`config.mk`:
```
export PLATFORM = sky130hd
export DESIGN_NAME = tcpu_ctrl
export DESIGN_NICKNAME = d
export VERILOG_FILES = /design/src/rtl/teaching_cpu_instruction_step_defines.svh /design/src/rtl/tcpu_pkg.sv /design/src/rtl/tcpu_ctrl.sv
export SDC_FILE = /design/constraint.sdc
export NUM_CORES = 1
export LEC_CHECK = 0
export BUFFER_PORTS_ARGS = -buffer_cell sky130_fd_sc_hd__buf_2
export CAP_MARGIN = 20
export CORE_UTILIZATION = 51
export CTS_BUF_LIST = sky130_fd_sc_hd__clkbuf_8 sky130_fd_sc_hd__clkbuf_16
export DETAILED_ROUTE_END_ITERATION = 6
export PLACE_DENSITY = 0.79
export SLEW_MARGIN = 20
export SYNTH_ARGS = -nofsm -noshare
export SYNTH_HDL_FRONTEND = slang
export SYNTH_SLANG_ARGS = --single-unit
```
`constraint.sdc`:
```
create_clock -name clk_i -period 3.05 [get_ports clk_i]
set_input_delay 0.61 -clock clk_i [delete_from_list [all_inputs] [get_ports clk_i]]
set_output_delay 0.61 -clock clk_i [all_outputs]
set_load 0.02 [all_outputs]
```
`src/rtl/teaching_cpu_instruction_step_defines.svh`:
```
// assertion macros shared by the teaching cpu rtl
`ifndef TEACHING_CPU_INSTRUCTION_STEP_DEFINES_SVH
`define TEACHING_CPU_INSTRUCTION_STEP_DEFINES_SVH

// checked only outside reset
`define TCPU_ASSERT(lbl, prop, msg) \
  lbl: assert property (@(posedge clk_i) disable iff (!rst_ni) prop) else $error(msg);

// checked at every edge, reset included
`define TCPU_ASSERT_ALWAYS(lbl, prop, msg) \
  lbl: assert property (@(posedge clk_i) prop) else $error(msg);

`endif

```
`src/rtl/tcpu_pkg.sv`:
```
// shared types, constants and functions of the teaching cpu
`timescale 1ns / 1ps
package tcpu_pkg;

  localparam int unsigned TcpuMemBytes = 65536;
  localparam int unsigned NumRegs      = 8;
  localparam int unsigned RegIdxW      = 3;
  localparam int unsigned WordW        = 32;
  localparam int unsigned PcW          = 16;
  localparam int unsigned CfgAddrW     = 3;

  typedef enum logic [1:0] {
    KIND_WRB    = 2'd0,
    KIND_EXEC   = 2'd1,
    KIND_RDREG  = 2'd2,
    KIND_RDWORD = 2'd3
  } kind_e;

  // opcodes
  localparam logic [3:0] OP_LDI = 4'h0;
  localparam logic [3:0] OP_LDO = 4'h1;
  localparam logic [3:0] OP_LDX = 4'h2;
  localparam logic [3:0] OP_STO = 4'h3;
  localparam logic [3:0] OP_STX = 4'h4;
  localparam logic [3:0] OP_ALU = 4'h6;
  localparam logic [3:0] OP_SHF = 4'h7;
  localparam logic [3:0] OP_BR  = 4'h8;
  localparam logic [3:0] OP_BEQ = 4'h9;
  localparam logic [3:0] OP_BGT = 4'ha;
  localparam logic [3:0] OP_J   = 4'hb;
  localparam logic [3:0] OP_JI  = 4'hc;
  localparam logic [3:0] OP_SYS = 4'hf;

  // alu functions
  localparam logic [3:0] ALU_MOV  = 4'h0;
  localparam logic [3:0] ALU_ADD  = 4'h1;
  localparam logic [3:0] ALU_AND  = 4'h2;
  localparam logic [3:0] ALU_INC  = 4'h3;
  localparam logic [3:0] ALU_INCA = 4'h4;
  localparam logic [3:0] ALU_DEC  = 4'h5;
  localparam logic [3:0] ALU_DECA = 4'h6;
  localparam logic [3:0] ALU_NOT  = 4'h7;
  localparam logic [3:0] ALU_GPC  = 4'hf;

  localparam logic [3:0] SYS_HALT = 4'h0;

  typedef enum logic [1:0] {
    WS_INPUT = 2'd0,
    WS_INSTR = 2'd1,
    WS_CFG   = 2'd2
  } wrap_sel_e;

  typedef enum logic [1:0] {
    RFA_IN = 2'd0,
    RFA_A  = 2'd1,
    RFA_C  = 2'd2
  } rfa_sel_e;

  typedef enum logic {
    BASE_PC   = 1'b0,
    BASE_WRAP = 1'b1
  } base_sel_e;

  typedef struct packed {
    logic      in_ready;
    logic      clr_wr;
    logic      wrap_start;
    wrap_sel_e wrap_sel;
    logic      mem_start;
    logic      mem_wr;
    logic      mem_len4;
    base_sel_e base_sel;
    logic      ir_load;
    logic      imm_load;
    logic      opab_load;
    logic      opc_load;
    rfa_sel_e  rfa_sel;
    logic      exec;
    logic      reg_load_word;
    logic      pc_load_wrap;
    logic      pc_fix;
    logic      byte_wr_in;
    logic      out_load;
  } tcpu_cmd_t;

  typedef struct packed {
    logic  in_valid;
    kind_e kind;
    logic  halted;
    logic  pc_fix_pending;
    logic  clr_last;
    logic  wrap_busy;
    logic  eng_busy;
    logic  long_instr;
    logic  need_wrap;
    logic  mem_op;
    logic  is_store;
    logic  out_free;
  } tcpu_status_t;

  // left by s for s in 1..127, otherwise arithmetic right by -s
  function automatic logic [WordW-1:0] shift_signed(input logic [WordW-1:0] v,
                                                    input logic [7:0] s);
    logic [7:0] n;
    logic [WordW-1:0] res;
    n = 8'(8'd0 - s);
    if (s >= 8'd1 && s <= 8'd127) begin
      res = (s >= 8'd32) ? '0 : (v << s[4:0]);
    end else if (n >= 8'd32 || s == 8'd128) begin
      res = {WordW{v[WordW-1]}};
    end else begin
      res = WordW'($signed(v) >>> n[4:0]);
    end
    return res;
  endfunction

endpackage

```
`src/rtl/tcpu_ctrl.sv`:
```
// sequencing state machine of the teaching cpu
`timescale 1ns / 1ps
module tcpu_ctrl import tcpu_pkg::*; (
  input  logic         clk_i,
  input  logic         rst_ni,
  input  tcpu_status_t status_i,
  output tcpu_cmd_t    cmd_o
);

  typedef enum logic [15:0] {
    S_CLEAR      = 16'h0001,
    S_IDLE       = 16'h0002,
    S_PCFIX      = 16'h0004,
    S_DISPATCH   = 16'h0008,
    S_IN_WAIT    = 16'h0010,
    S_RD_WAIT    = 16'h0020,
    S_FETCH_WAIT = 16'h0040,
    S_IMM_GO     = 16'h0080,
    S_IMM_WAIT   = 16'h0100,
    S_OPS1       = 16'h0200,
    S_OPS2       = 16'h0400,
    S_OPS3       = 16'h0800,
    S_DECODE     = 16'h1000,
    S_WRAP_WAIT  = 16'h2000,
    S_MEM_WAIT   = 16'h4000,
    S_DONE       = 16'h8000
  } state_e;

  state_e state_q, state_d;

  always_ff @(posedge clk_i or negedge rst_ni) begin
    if (!rst_ni) state_q <= S_CLEAR;
    else state_q <= state_d;
  end

  always_comb begin
    cmd_o    = '0;
    cmd_o.wrap_sel = WS_INPUT;
    cmd_o.rfa_sel  = RFA_IN;
    cmd_o.base_sel = BASE_PC;
    state_d  = state_q;
    case (state_q)
      S_CLEAR: begin
        cmd_o.clr_wr = 1'b1;
        if (status_i.clr_last) state_d = S_IDLE;
      end
      S_IDLE: begin
        if (status_i.pc_fix_pending) begin
          cmd_o.wrap_start = 1'b1;
          cmd_o.wrap_sel   = WS_CFG;
          state_d          = S_PCFIX;
        end else begin
          cmd_o.in_ready = 1'b1;
          if (status_i.in_valid) state_d = S_DISPATCH;
        end
      end
      S_PCFIX: begin
        if (!status_i.wrap_busy) begin
          cmd_o.pc_fix = 1'b1;
          state_d      = S_IDLE;
        end
      end
      S_DISPATCH: begin
        case (status_i.kind)
          KIND_WRB, KIND_RDWORD: begin
            cmd_o.wrap_start = 1'b1;
            state_d          = S_IN_WAIT;
          end
          KIND_EXEC: begin
            if (status_i.halted) begin
              state_d = S_DONE;
            end else begin
              cmd_o.mem_start = 1'b1;
              state_d         = S_FETCH_WAIT;
            end
          end
          default: state_d = S_DONE;
        endcase
      end
      S_IN_WAIT: begin
        if (!status_i.wrap_busy) begin
          if (status_i.kind == KIND_WRB) begin
            cmd_o.byte_wr_in = 1'b1;
            state_d          = S_DONE;
          end else begin
            cmd_o.mem_start = 1'b1;
            cmd_o.mem_len4  = 1'b1;
            cmd_o.base_sel  = BASE_WRAP;
            state_d         = S_RD_WAIT;
          end
        end
      end
      S_RD_WAIT: begin
        if (!status_i.eng_busy) state_d = S_DONE;
      end
      S_FETCH_WAIT: begin
        if (!status_i.eng_busy) begin
          cmd_o.ir_load = 1'b1;
          state_d       = S_IMM_GO;
        end
      end
      S_IMM_GO: begin
        if (status_i.long_instr) begin
          cmd_o.mem_start = 1'b1;
          cmd_o.mem_len4  = 1'b1;
          state_d         = S_IMM_WAIT;
        end else begin
          state_d = S_OPS1;
        end
      end
      S_IMM_WAIT: begin
        if (!status_i.eng_busy) begin
          cmd_o.imm_load = 1'b1;
          state_d        = S_OPS1;
        end
      end
      S_OPS1: begin
        cmd_o.rfa_sel = RFA_A;
        state_d       = S_OPS2;
      end
      S_OPS2: begin
        cmd_o.opab_load = 1'b1;
        cmd_o.rfa_sel   = RFA_C;
        state_d         = S_OPS3;
      end
      S_OPS3: begin
        cmd_o.opc_load = 1'b1;
        cmd_o.rfa_sel  = RFA_A;
        state_d        = S_DECODE;
      end
      S_DECODE: begin
        cmd_o.rfa_sel = RFA_A;
        if (status_i.need_wrap) begin
          cmd_o.wrap_start = 1'b1;
          cmd_o.wrap_sel   = WS_INSTR;
          state_d          = S_WRAP_WAIT;
        end else begin
          cmd_o.exec = 1'b1;
          state_d    = S_DONE;
        end
      end
      S_WRAP_WAIT: begin
        // store data comes from port a, still pointing at ra
        cmd_o.wrap_sel = WS_INSTR;
        cmd_o.rfa_sel  = RFA_A;
        if (!status_i.wrap_busy) begin
          if (status_i.mem_op) begin
            cmd_o.mem_start = 1'b1;
            cmd_o.mem_len4  = 1'b1;
            cmd_o.mem_wr    = status_i.is_store;
            cmd_o.base_sel  = BASE_WRAP;
            state_d         = S_MEM_WAIT;
          end else begin
            cmd_o.pc_load_wrap = 1'b1;
            state_d            = S_DONE;
          end
        end
      end
      S_MEM_WAIT: begin
        if (!status_i.eng_busy) begin
          cmd_o.reg_load_word = !status_i.is_store;
          state_d             = S_DONE;
        end
      end
      S_DONE: begin
        if (status_i.out_free) begin
          cmd_o.out_load = 1'b1;
          state_d        = S_IDLE;
        end
      end
      default: state_d = S_CLEAR;
    endcase
  end

endmodule

```
==> results of run 1 <==
metrics by stage:
| step | cell area, um2 | instances |
|---|---|---|
| floorplan | 1306 | 144 |
| global placement | 1501 | 206 |
| detailed placement | 1501 | 206 |
| CTS | 1567 | 210 |
| global route | 1607 | 212 |
| finish | 1607 | 212 |
what timing repair did:
action | CTS | global route
endpoints found under the setup margin | 2 | 5
cloned | 0 | 0
pin swaps | 0 | 2
resized for setup | 2 | 6
buffers inserted | 0 | 2
cells in the mapped netlist, types with 2 or more instances:
library cell and instances:
sky130_fd_sc_hd__dfrtp_1 15, sky130_fd_sc_hd__nand3_1 3, sky130_fd_sc_hd__or4_4 3, sky130_fd_sc_hd__buf_4 2, sky130_fd_sc_hd__buf_6 2, sky130_fd_sc_hd__nand2_1 7, sky130_fd_sc_hd__nor4b_1 2, sky130_fd_sc_hd__and3_1 3
sky130_fd_sc_hd__nor2_1 15, sky130_fd_sc_hd__or2_2 2, sky130_fd_sc_hd__a21oi_1 2, sky130_fd_sc_hd__nor3b_1 6, sky130_fd_sc_hd__nor4_1 4, sky130_fd_sc_hd__nand4b_1 8, sky130_fd_sc_hd__xnor2_1 3, sky130_fd_sc_hd__nor2b_1 2
sky130_fd_sc_hd__a21o_2 2, sky130_fd_sc_hd__inv_1 9, sky130_fd_sc_hd__o32ai_1 2, sky130_fd_sc_hd__and4b_2 3, sky130_fd_sc_hd__o21ai_0 7, sky130_fd_sc_hd__nand4_1 3, sky130_fd_sc_hd__nor3_1 11, sky130_fd_sc_hd__xor2_1 3
sky130_fd_sc_hd__ha_1 2, sky130_fd_sc_hd__a211oi_1 3
final timing paths:
kind,startpoint,to,slack [ns],depth (start not counted)
max,state_q[7],cmd_o[18],0.09,6
min,rst_ni,state_q[5],0.27,1
max reg2reg,state_q[1],state_q[14],0.51,6
min reg2reg,state_q[11],state_q[10],0.56,1
max in group asynchronous,rst_ni,state_q[0],2.46,1
min in group clk_i,status_i[12],state_q[1],0.56,2
per-layer routing:
metal	vias up	global-route usage [%]	part of all wire, %
met4	0	15.79	2.4
met2	87	46.20	48
met5	-	0	0
li1	634	-	-
met3	16	5.507	8.1
met1	644	37.25	41
critical path: stages (launching register included):
cell and delay (ns):
sky130_fd_sc_hd__dfrtp_2 0.46, sky130_fd_sc_hd__or4_4 0.61, sky130_fd_sc_hd__nor3_4 0.24, sky130_fd_sc_hd__nand4b_1 0.17, sky130_fd_sc_hd__or2_2 0.35, sky130_fd_sc_hd__o211ai_1 0.10, sky130_fd_sc_hd__buf_4 0.17
power by group through the flow:
| stage | combinational, W | clock, W | sequential, W |
|---|---|---|---|
| floorplan | 0.000347 | 0 | 0.000256 |
| global placement | 0.000403 | 0 | 0.000287 |
| detailed placement | 0.000408 | 0 | 0.000288 |
| CTS | 0.000413 | 0.000194 | 0.000285 |
| global route | 0.000473 | 0.000204 | 0.000290 |
| finish | 0.000434 | 0.000194 | 0.000286 |
cell type report:
| cell class | instances | area (um2) |
|---|---|---|
| Timing Repair Buffer | 40 | 215.2 |
| Multi-Input combinational cell | 115 | 864.6 |
| Clock buffer | 4 | 55.05 |
| Tap cell | 28 | 35.03 |
| Sequential cell | 16 | 402.9 |
| Fill cell | 193 | 711.9 |
| Inverter | 9 | 33.78 |
cells by family after synthesis:
family | Yosys count | synth area share, %
multiplexers | 2 | 1.915
adder cells (fa/ha/maj) | 2 | 1.915
AND/OR/NAND/NOR | 81 | 40.80
flip-flops | 16 | 30.75
buffers and inverters | 13 | 5.459
XOR/XNOR | 6 | 4.024
AO/OA/AOI/OAI | 24 | 15.14
cells in the final DEF, fill, tap and decap left out, types with 4 or more instances in the layout:
cell,instances
sky130_fd_sc_hd__buf_2,34
sky130_fd_sc_hd__buf_4,6
sky130_fd_sc_hd__clkbuf_8,4
sky130_fd_sc_hd__dfrtp_1,14
sky130_fd_sc_hd__inv_1,9
sky130_fd_sc_hd__nand2_1,7
sky130_fd_sc_hd__nand4b_1,8
sky130_fd_sc_hd__nor2_1,15
sky130_fd_sc_hd__nor3_1,9
sky130_fd_sc_hd__nor3b_1,5
sky130_fd_sc_hd__o21ai_0,7
sky130_fd_sc_hd__or4_4,4
==> results.ini, run 1 <==
[sta]
slew_limit_headroom_pct = 61.04
max_clock_freq_mhz = 337.4
clock-skew-final_ns = 0.004974
fin_ws_ns = 0.08612
hold_viol = 0
final.setup.tns_ns = 0
period_minus_slack_ns = 2.964
period_share_pct = 97.18
fin_hold_ws_ns = 0.2699
finalMaxSlewViolations = 0
setup_violations = 0
tightest_slew_ns = 0.5762

[drt]
detailroute.via_count = 1381
detailedRoute.firstIterationViolations = 66
ant_nets = 0
avgViaCountPerCell = 6.514
post_drt_wl_per_cell_um = 17.17
route.detailed.drc = 0
postRouteWirelength_um = 3641
drt-pass1-iter-count = 4

[clock_tree]
tritoncts = done
numCtsBuffers = 3
htreeDepth = 1
insertion_delay_ns = 0.25
max-clock-path-buffers = 2
ctsHoldBuffers = 0
clkSlewWorstSetupHoldPaths_ns = 0.07
cts.sink_count = 16
cts_root_buffer = sky130_fd_sc_hd__clkbuf_8

[power_and_ir_drop]
vdd.ir_drop.worst_v = 0.0003466
p_comb_share_pct = 47.5
power-per-cell-area_nw_per_um2 = 569.1
power_leakage_nw = 0.8380
proportion_of_total_power_due_to_net_switching_pct = 40.66
design_power_w = 0.0009143
power.clock.fraction_pct = 21.2
p_switching_w = 0.0003718
internal_power_w = 0.0005425
seq_power_share_pct = 31.3

[synthesis]
netlist.top_cell.by_area = sky130_fd_sc_hd__dfrtp_1
synth_async_sr_flop_share_pct = 100.0
synth.top_cell.area_share_pct = 28.74
yosys-top-cells-area = sky130_fd_sc_hd__dfrtp_1, sky130_fd_sc_hd__nand4b_1, sky130_fd_sc_hd__nor2_1, sky130_fd_sc_hd__nor3_1, sky130_fd_sc_hd__nor3b_1
syn_nets = 161
yosys_register_bits = 16
synthesis_warnings = 0
synth_top_flop_cell = sky130_fd_sc_hd__dfrtp_1
ys_types = 46
mean_syn_cell_area_um2 = 9.071
synthesis.area_um2 = 1306
gate_count_of_the_mapped_netlist = 144
synth_edf_count = 0
synth_seq_area_share_pct = 30.75

[grt]
initial_antenna_violation_count = 0
grt.total_usage_pct = 29.27
number_of_global_route_vias_before_repair = 1269
grt_start_max_net_pins = 17
grt-ovfl-total = 0
grt_first_pass_wirelength_um = 5796

[place]
dpl.hpwl_um = 2698
post_placement_worst_setup_slack_ns = 0.2447
routability_driven_placement_congestion_ratio = 0.9123
portBuffers = 35

[floorplan]
die_width_um = 52.61
rows = 17
pin_count = 36
dieArea_um2 = 2768
fp.dieH_um = 52.61
floorplan.initialDensity_pct = 56.34
floorplan_core_area_um2 = 2318

[worst_setup_path]
cp_data_required_time_ns = 2.44
worst_ep_arrival_ns = 2.35
worst_setup_path_end_kind = output port
critical_path.max_fanout = 7
critPathLaunchType = register
critPathKind = register to output port

[finish]
num-nets-final = 202
layout-drive-gt1-share_pct = 37.50
largest_register = state_q
area_overhead_vs_synth_pct = 22.99
reg_top3 = state_q (16)
diodes = 0
largest_register_ff_count = 16
utilization_pct = 69.29

[flow_run]
drv.max_cap_violation_count = 0

[status]
run_status = complete, no violations

[hold_path]
hold_class = input pin to asynchronous set/reset pin

No activity file was read; power rests on OpenSTA's default activity.
==> run 2: changes to the inputs <==
--- a/config.mk
+++ b/config.mk
@@ -11,6 +11,7 @@
 export CTS_BUF_LIST = sky130_fd_sc_hd__clkbuf_8 sky130_fd_sc_hd__clkbuf_16
 export DETAILED_ROUTE_END_ITERATION = 6
 export PLACE_DENSITY = 0.79
+export SETUP_SLACK_MARGIN = 0.5
 export SLEW_MARGIN = 20
 export SYNTH_ARGS = -nofsm -noshare
 export SYNTH_HDL_FRONTEND = slang
==> run 2 against run 1 <==
Synthesized cell count stayed put. The run now fails in global routing (5_1_grt). Synthesized area stayed put.
==> results.ini, run 2 <==
[status]
stop_stage = global routing (5_1_grt)
error_line = [ERROR DPL-0038] Utilization greater than 100%, impossible to legalize
run_status = stopped before the end

[floorplan]
die_width_um = 52.61  ; unchanged
pin_count = 36  ; unchanged
rows = 17  ; unchanged
floorplan.initialDensity_pct = 56.34  ; unchanged
fp.dieH_um = 52.61  ; unchanged

[clock_tree]
numCtsBuffers = 3  ; unchanged
max-clock-path-buffers = 2  ; unchanged
htreeDepth = 1  ; unchanged
cts_root_buffer = sky130_fd_sc_hd__clkbuf_8
cts.sink_count = 16  ; unchanged
ctsHoldBuffers = 0  ; unchanged

[place]
post_placement_worst_setup_slack_ns = 0.2906  ; +0.04592 ns
routability_driven_placement_congestion_ratio = 0.9668  ; +6.0%
portBuffers = 35  ; unchanged
dpl.hpwl_um = 2741  ; +1.6%
placed_cell_area_um2 = 1521  ; +1.3%

[synthesis]
post_synth_xor_area_fraction_pct = 4.023  ; unchanged
yosys_register_bits = 16  ; unchanged
mean_syn_cell_area_um2 = 9.071  ; unchanged
netlist.top_cell.by_area = sky130_fd_sc_hd__dfrtp_1
synth_adder_area_share_pct = 1.916  ; unchanged
synth.top_cell.area_share_pct = 28.74  ; unchanged
synth_edf_count = 0  ; unchanged
dominant_combinational_cell_family_by_area_after_synthesis = simple AND/OR/NAND/NOR gates
ys_types = 46  ; unchanged
synth_compound_area_share_pct = 15.13  ; unchanged
synthesis_warnings = 0  ; unchanged
synth_seq_area_share_pct = 30.75  ; unchanged
synthesis.area_um2 = 1306  ; unchanged
yosys-top-cells-area = sky130_fd_sc_hd__dfrtp_1, sky130_fd_sc_hd__nand4b_1, sky130_fd_sc_hd__nor2_1, sky130_fd_sc_hd__nor3_1, sky130_fd_sc_hd__nor3b_1
synth_commonest_cells = sky130_fd_sc_hd__dfrtp_1, sky130_fd_sc_hd__nor2_1, sky130_fd_sc_hd__nor3_1, sky130_fd_sc_hd__inv_1, sky130_fd_sc_hd__nand4b_1
gate_count_of_the_mapped_netlist = 144  ; unchanged
synthSimpleGateAreaFrac_pct = 40.80  ; unchanged
syn_nets = 161  ; unchanged
synth_top_flop_cell = sky130_fd_sc_hd__dfrtp_1
synth.mux.area_fraction_pct = 1.916  ; unchanged
synth_async_sr_flop_share_pct = 100.0  ; unchanged

[grt]
grt_start_max_net_pins = 17

[sta]
crit_endpoint = cmd_o[18]
worst-endpoint-pin-kind = output port

run 2: cell counts after synthesis:
Identical to the previous run, type by type.
run 2: kinds of logic after synthesis:
family	count (synthesis)
simple gates	81
compound gates	24
flops	16
buf+inv	13
xor+xnor	6
mux	2
fa+ha+maj	2
run 2: repair_timing:
item / CTS
endpoints found under the setup margin: 21
pin swaps: 13
resized for setup: 42
buffers inserted: 38
run 2: per-stage QoR:
stage	std cells	hold WS (ns)
floorplan	144	0.3144
detailed placement	206	0.5446
global placement	206	0.5266
CTS	248	0.2781
==> run 3: changes to the inputs <==
--- a/config.mk
+++ b/config.mk
@@ -7,11 +7,9 @@
 export LEC_CHECK = 0
 export BUFFER_PORTS_ARGS = -buffer_cell sky130_fd_sc_hd__buf_2
 export CAP_MARGIN = 20
-export CORE_UTILIZATION = 51
-export CTS_BUF_LIST = sky130_fd_sc_hd__clkbuf_8 sky130_fd_sc_hd__clkbuf_16
+export CORE_UTILIZATION = 36
 export DETAILED_ROUTE_END_ITERATION = 6
-export PLACE_DENSITY = 0.79
-export SETUP_SLACK_MARGIN = 0.5
+export PLACE_DENSITY_LB_ADDON = 0.15
 export SLEW_MARGIN = 20
 export SYNTH_ARGS = -nofsm -noshare
 export SYNTH_HDL_FRONTEND = slang
==> run 3 against run 2 <==
The flow now finishes without violations.
==> results.ini, run 3 (synthesis gave the netlist of run 1 again) <==
[drt]
route.detailed.drc = 0
avgViaCountPerCell = 5.756
detailroute.via_count = 1347
postRouteWirelength_um = 3786
drt-pass1-iter-count = 4
detailedRoute.firstIterationViolations = 55
post_drt_wl_per_cell_um = 16.18
ant_nets = 0

[finish]
fillerInstances = 346
layout.cells.most_common_list = sky130_fd_sc_hd__buf_2, sky130_fd_sc_hd__nor2_1, sky130_fd_sc_hd__buf_4
layout-drive-gt1-share_pct = 42.02
sequential_cell_area_um2 = 409.1
num-nets-final = 206
final_common_cell = sky130_fd_sc_hd__buf_2
layoutNonFillerInstCount = 234
utilization_pct = 48.83
largest_register_ff_count = 16
diodes = 0
reg_top3 = state_q (16)
multiInputGateArea_um2 = 885.9
area_overhead_vs_synth_pct = 27.68
largest_register = state_q

[clock_tree]
tritoncts = done
clkSlewWorstSetupHoldPaths_ns = 0.10
cts.sink_count = 16  ; unchanged
ctsHoldBuffers = 0  ; unchanged
htreeDepth = 1  ; unchanged
insertion_delay_ns = 0.29
numCtsBuffers = 3  ; unchanged
max-clock-path-buffers = 2  ; unchanged
cts_root_buffer = sky130_fd_sc_hd__clkbuf_4

[sta]
finalMaxSlewViolations = 0
max_clock_freq_mhz = 336.5
slew_limit_headroom_pct = 66.95
clock-skew-final_ns = 0.001424
hold_viol = 0
setup_violations = 0
rsz_0062_raised_after_global_routing = yes
tightest_slew_ns = 0.4889
period_minus_slack_ns = 2.972
fin_hold_ws_ns = 0.2280
period_share_pct = 97.45

[grt]
met2_usage_pct = 34.48
initial_antenna_violation_count = 0
grt_first_pass_wirelength_um = 6106
number_of_global_route_vias_before_repair = 1292
grt-ovfl-total = 0
gr-usage-met1_pct = 25.74
grt.total_usage_pct = 19.71
met3_layer_usage_reported_by_global_route_pct = 2.206
grt-busiest-layer = met2
grt_start_max_net_pins = 17

[worst_setup_path]
critical_path.max_fanout = 7
critPathLaunchType = register
worst_setup_path_end_kind = output port
cp_data_required_time_ns = 2.44
ff2ff_path_depth = 6
worst_ep_arrival_ns = 2.36
r2r_end = state_q[14]
crit-reg2reg-launch = state_q[7]
ff2ff_setup_slack_ns = 0.51
critPathKind = register to output port

[place]
post-place-cells = 228  ; +11%
dpl.hpwl_um = 2927  ; +6.8%
portBuffers = 35  ; unchanged
routability_driven_placement_congestion_ratio = 0.8786  ; -9.1%

[power_and_ir_drop]
power.clock.fraction_pct = 16.5
internal_power_w = 0.0005068
power_leakage_nw = 0.8529
design_power_w = 0.0008786
p_switching_w = 0.0003718
proportion_of_total_power_due_to_net_switching_pct = 42.32
p_comb_share_pct = 50.9
vdd.ir_drop.worst_v = 0.0002078
seq_power_share_pct = 32.6
power-per-cell-area_nw_per_um2 = 526.8

[floorplan]
die_width_um = 62.24  ; +18%
floorplan_core_area_um2 = 3416
fp.dieH_um = 62.24  ; +18%
rows = 21  ; +4
dieArea_um2 = 3873
pin_count = 36  ; unchanged
floorplan.initialDensity_pct = 38.24  ; -18 points

[flow_run]
drv.max_cap_violation_count = 0

[status]
run_status = complete, no violations

[hold_path]
hold_class = input pin to asynchronous set/reset pin

==> run 3: area by class of cell <==
type                       instances  area share, %
sequential                        16          24.53
timing repair buffer              44          14.70
tap                               46          3.451
multi-input combinational        115          53.11
clock buffer                       4          2.176
inverter                           9          2.026
==> run 3: repair_timing <==
action | in CTS | in global routing
hold endpoints to repair | 0 | 0
gates cloned | 0 | 0
gates resized for setup | 4 | 14
endpoints found under the setup margin | 3 | 6
pin swaps | 1 | 2
setup buffers | 1 | 1
==> run 3: routing by layer <==
metal  vias to the layer above  wire (um)
li1                        642          -
met1                       644       1601
met2                        59       1928
met3                         2        231
met4                         0         24
met5                         -          0
==> run 3: worst max-delay path by stage <==
stage | slack, ns | end | startpoint | depth (start not counted)
after floorplan | 0.34 | cmd_o[3] | state_q[0] | 5
after global placement | 0.25 | cmd_o[15] | state_q[7] | 6
after detailed placement | 0.20 | cmd_o[15] | state_q[7] | 6
after CTS | 0.02 | cmd_o[18] | state_q[7] | 6
after global routing | -0.02 | cmd_o[15] | state_q[8] | 6
final | 0.08 | cmd_o[15] | state_q[7] | 6
==> run 3: stage by stage <==
stage	worst slack, ns	instance area [um2]	TNS, ns
3_3_place_gp	0.2500	1554	0
5_1_grt	-0.01914	1668	-0.01914
3_5_place_dp	0.1958	1554	0
2_1_floorplan	0.3392	1306	0
4_1_cts	0.01918	1614	0
6_report	0.07784	1668	0
==> run 3: worst max-delay path, cell delays in order, from the launching register on <==
cell and delay [ns]:
sky130_fd_sc_hd__dfrtp_2 0.46, sky130_fd_sc_hd__or4_4 0.61, sky130_fd_sc_hd__nor3_4 0.22, sky130_fd_sc_hd__nand4b_1 0.25, sky130_fd_sc_hd__nor3b_2 0.25, sky130_fd_sc_hd__or2_2 0.14, sky130_fd_sc_hd__buf_2 0.15
==> run 3: power by group through the flow <==
stage / Sequential [W] / Clock (W) / Combinational (W)
global placement: 0.000287 / 0 / 0.000417
global route: 0.000291 / 0.000166 / 0.000480
detailed placement: 0.000287 / 0 / 0.000415
floorplan: 0.000256 / 0 / 0.000347
finish: 0.000286 / 0.000145 / 0.000448
CTS: 0.000282 / 0.000149 / 0.000421
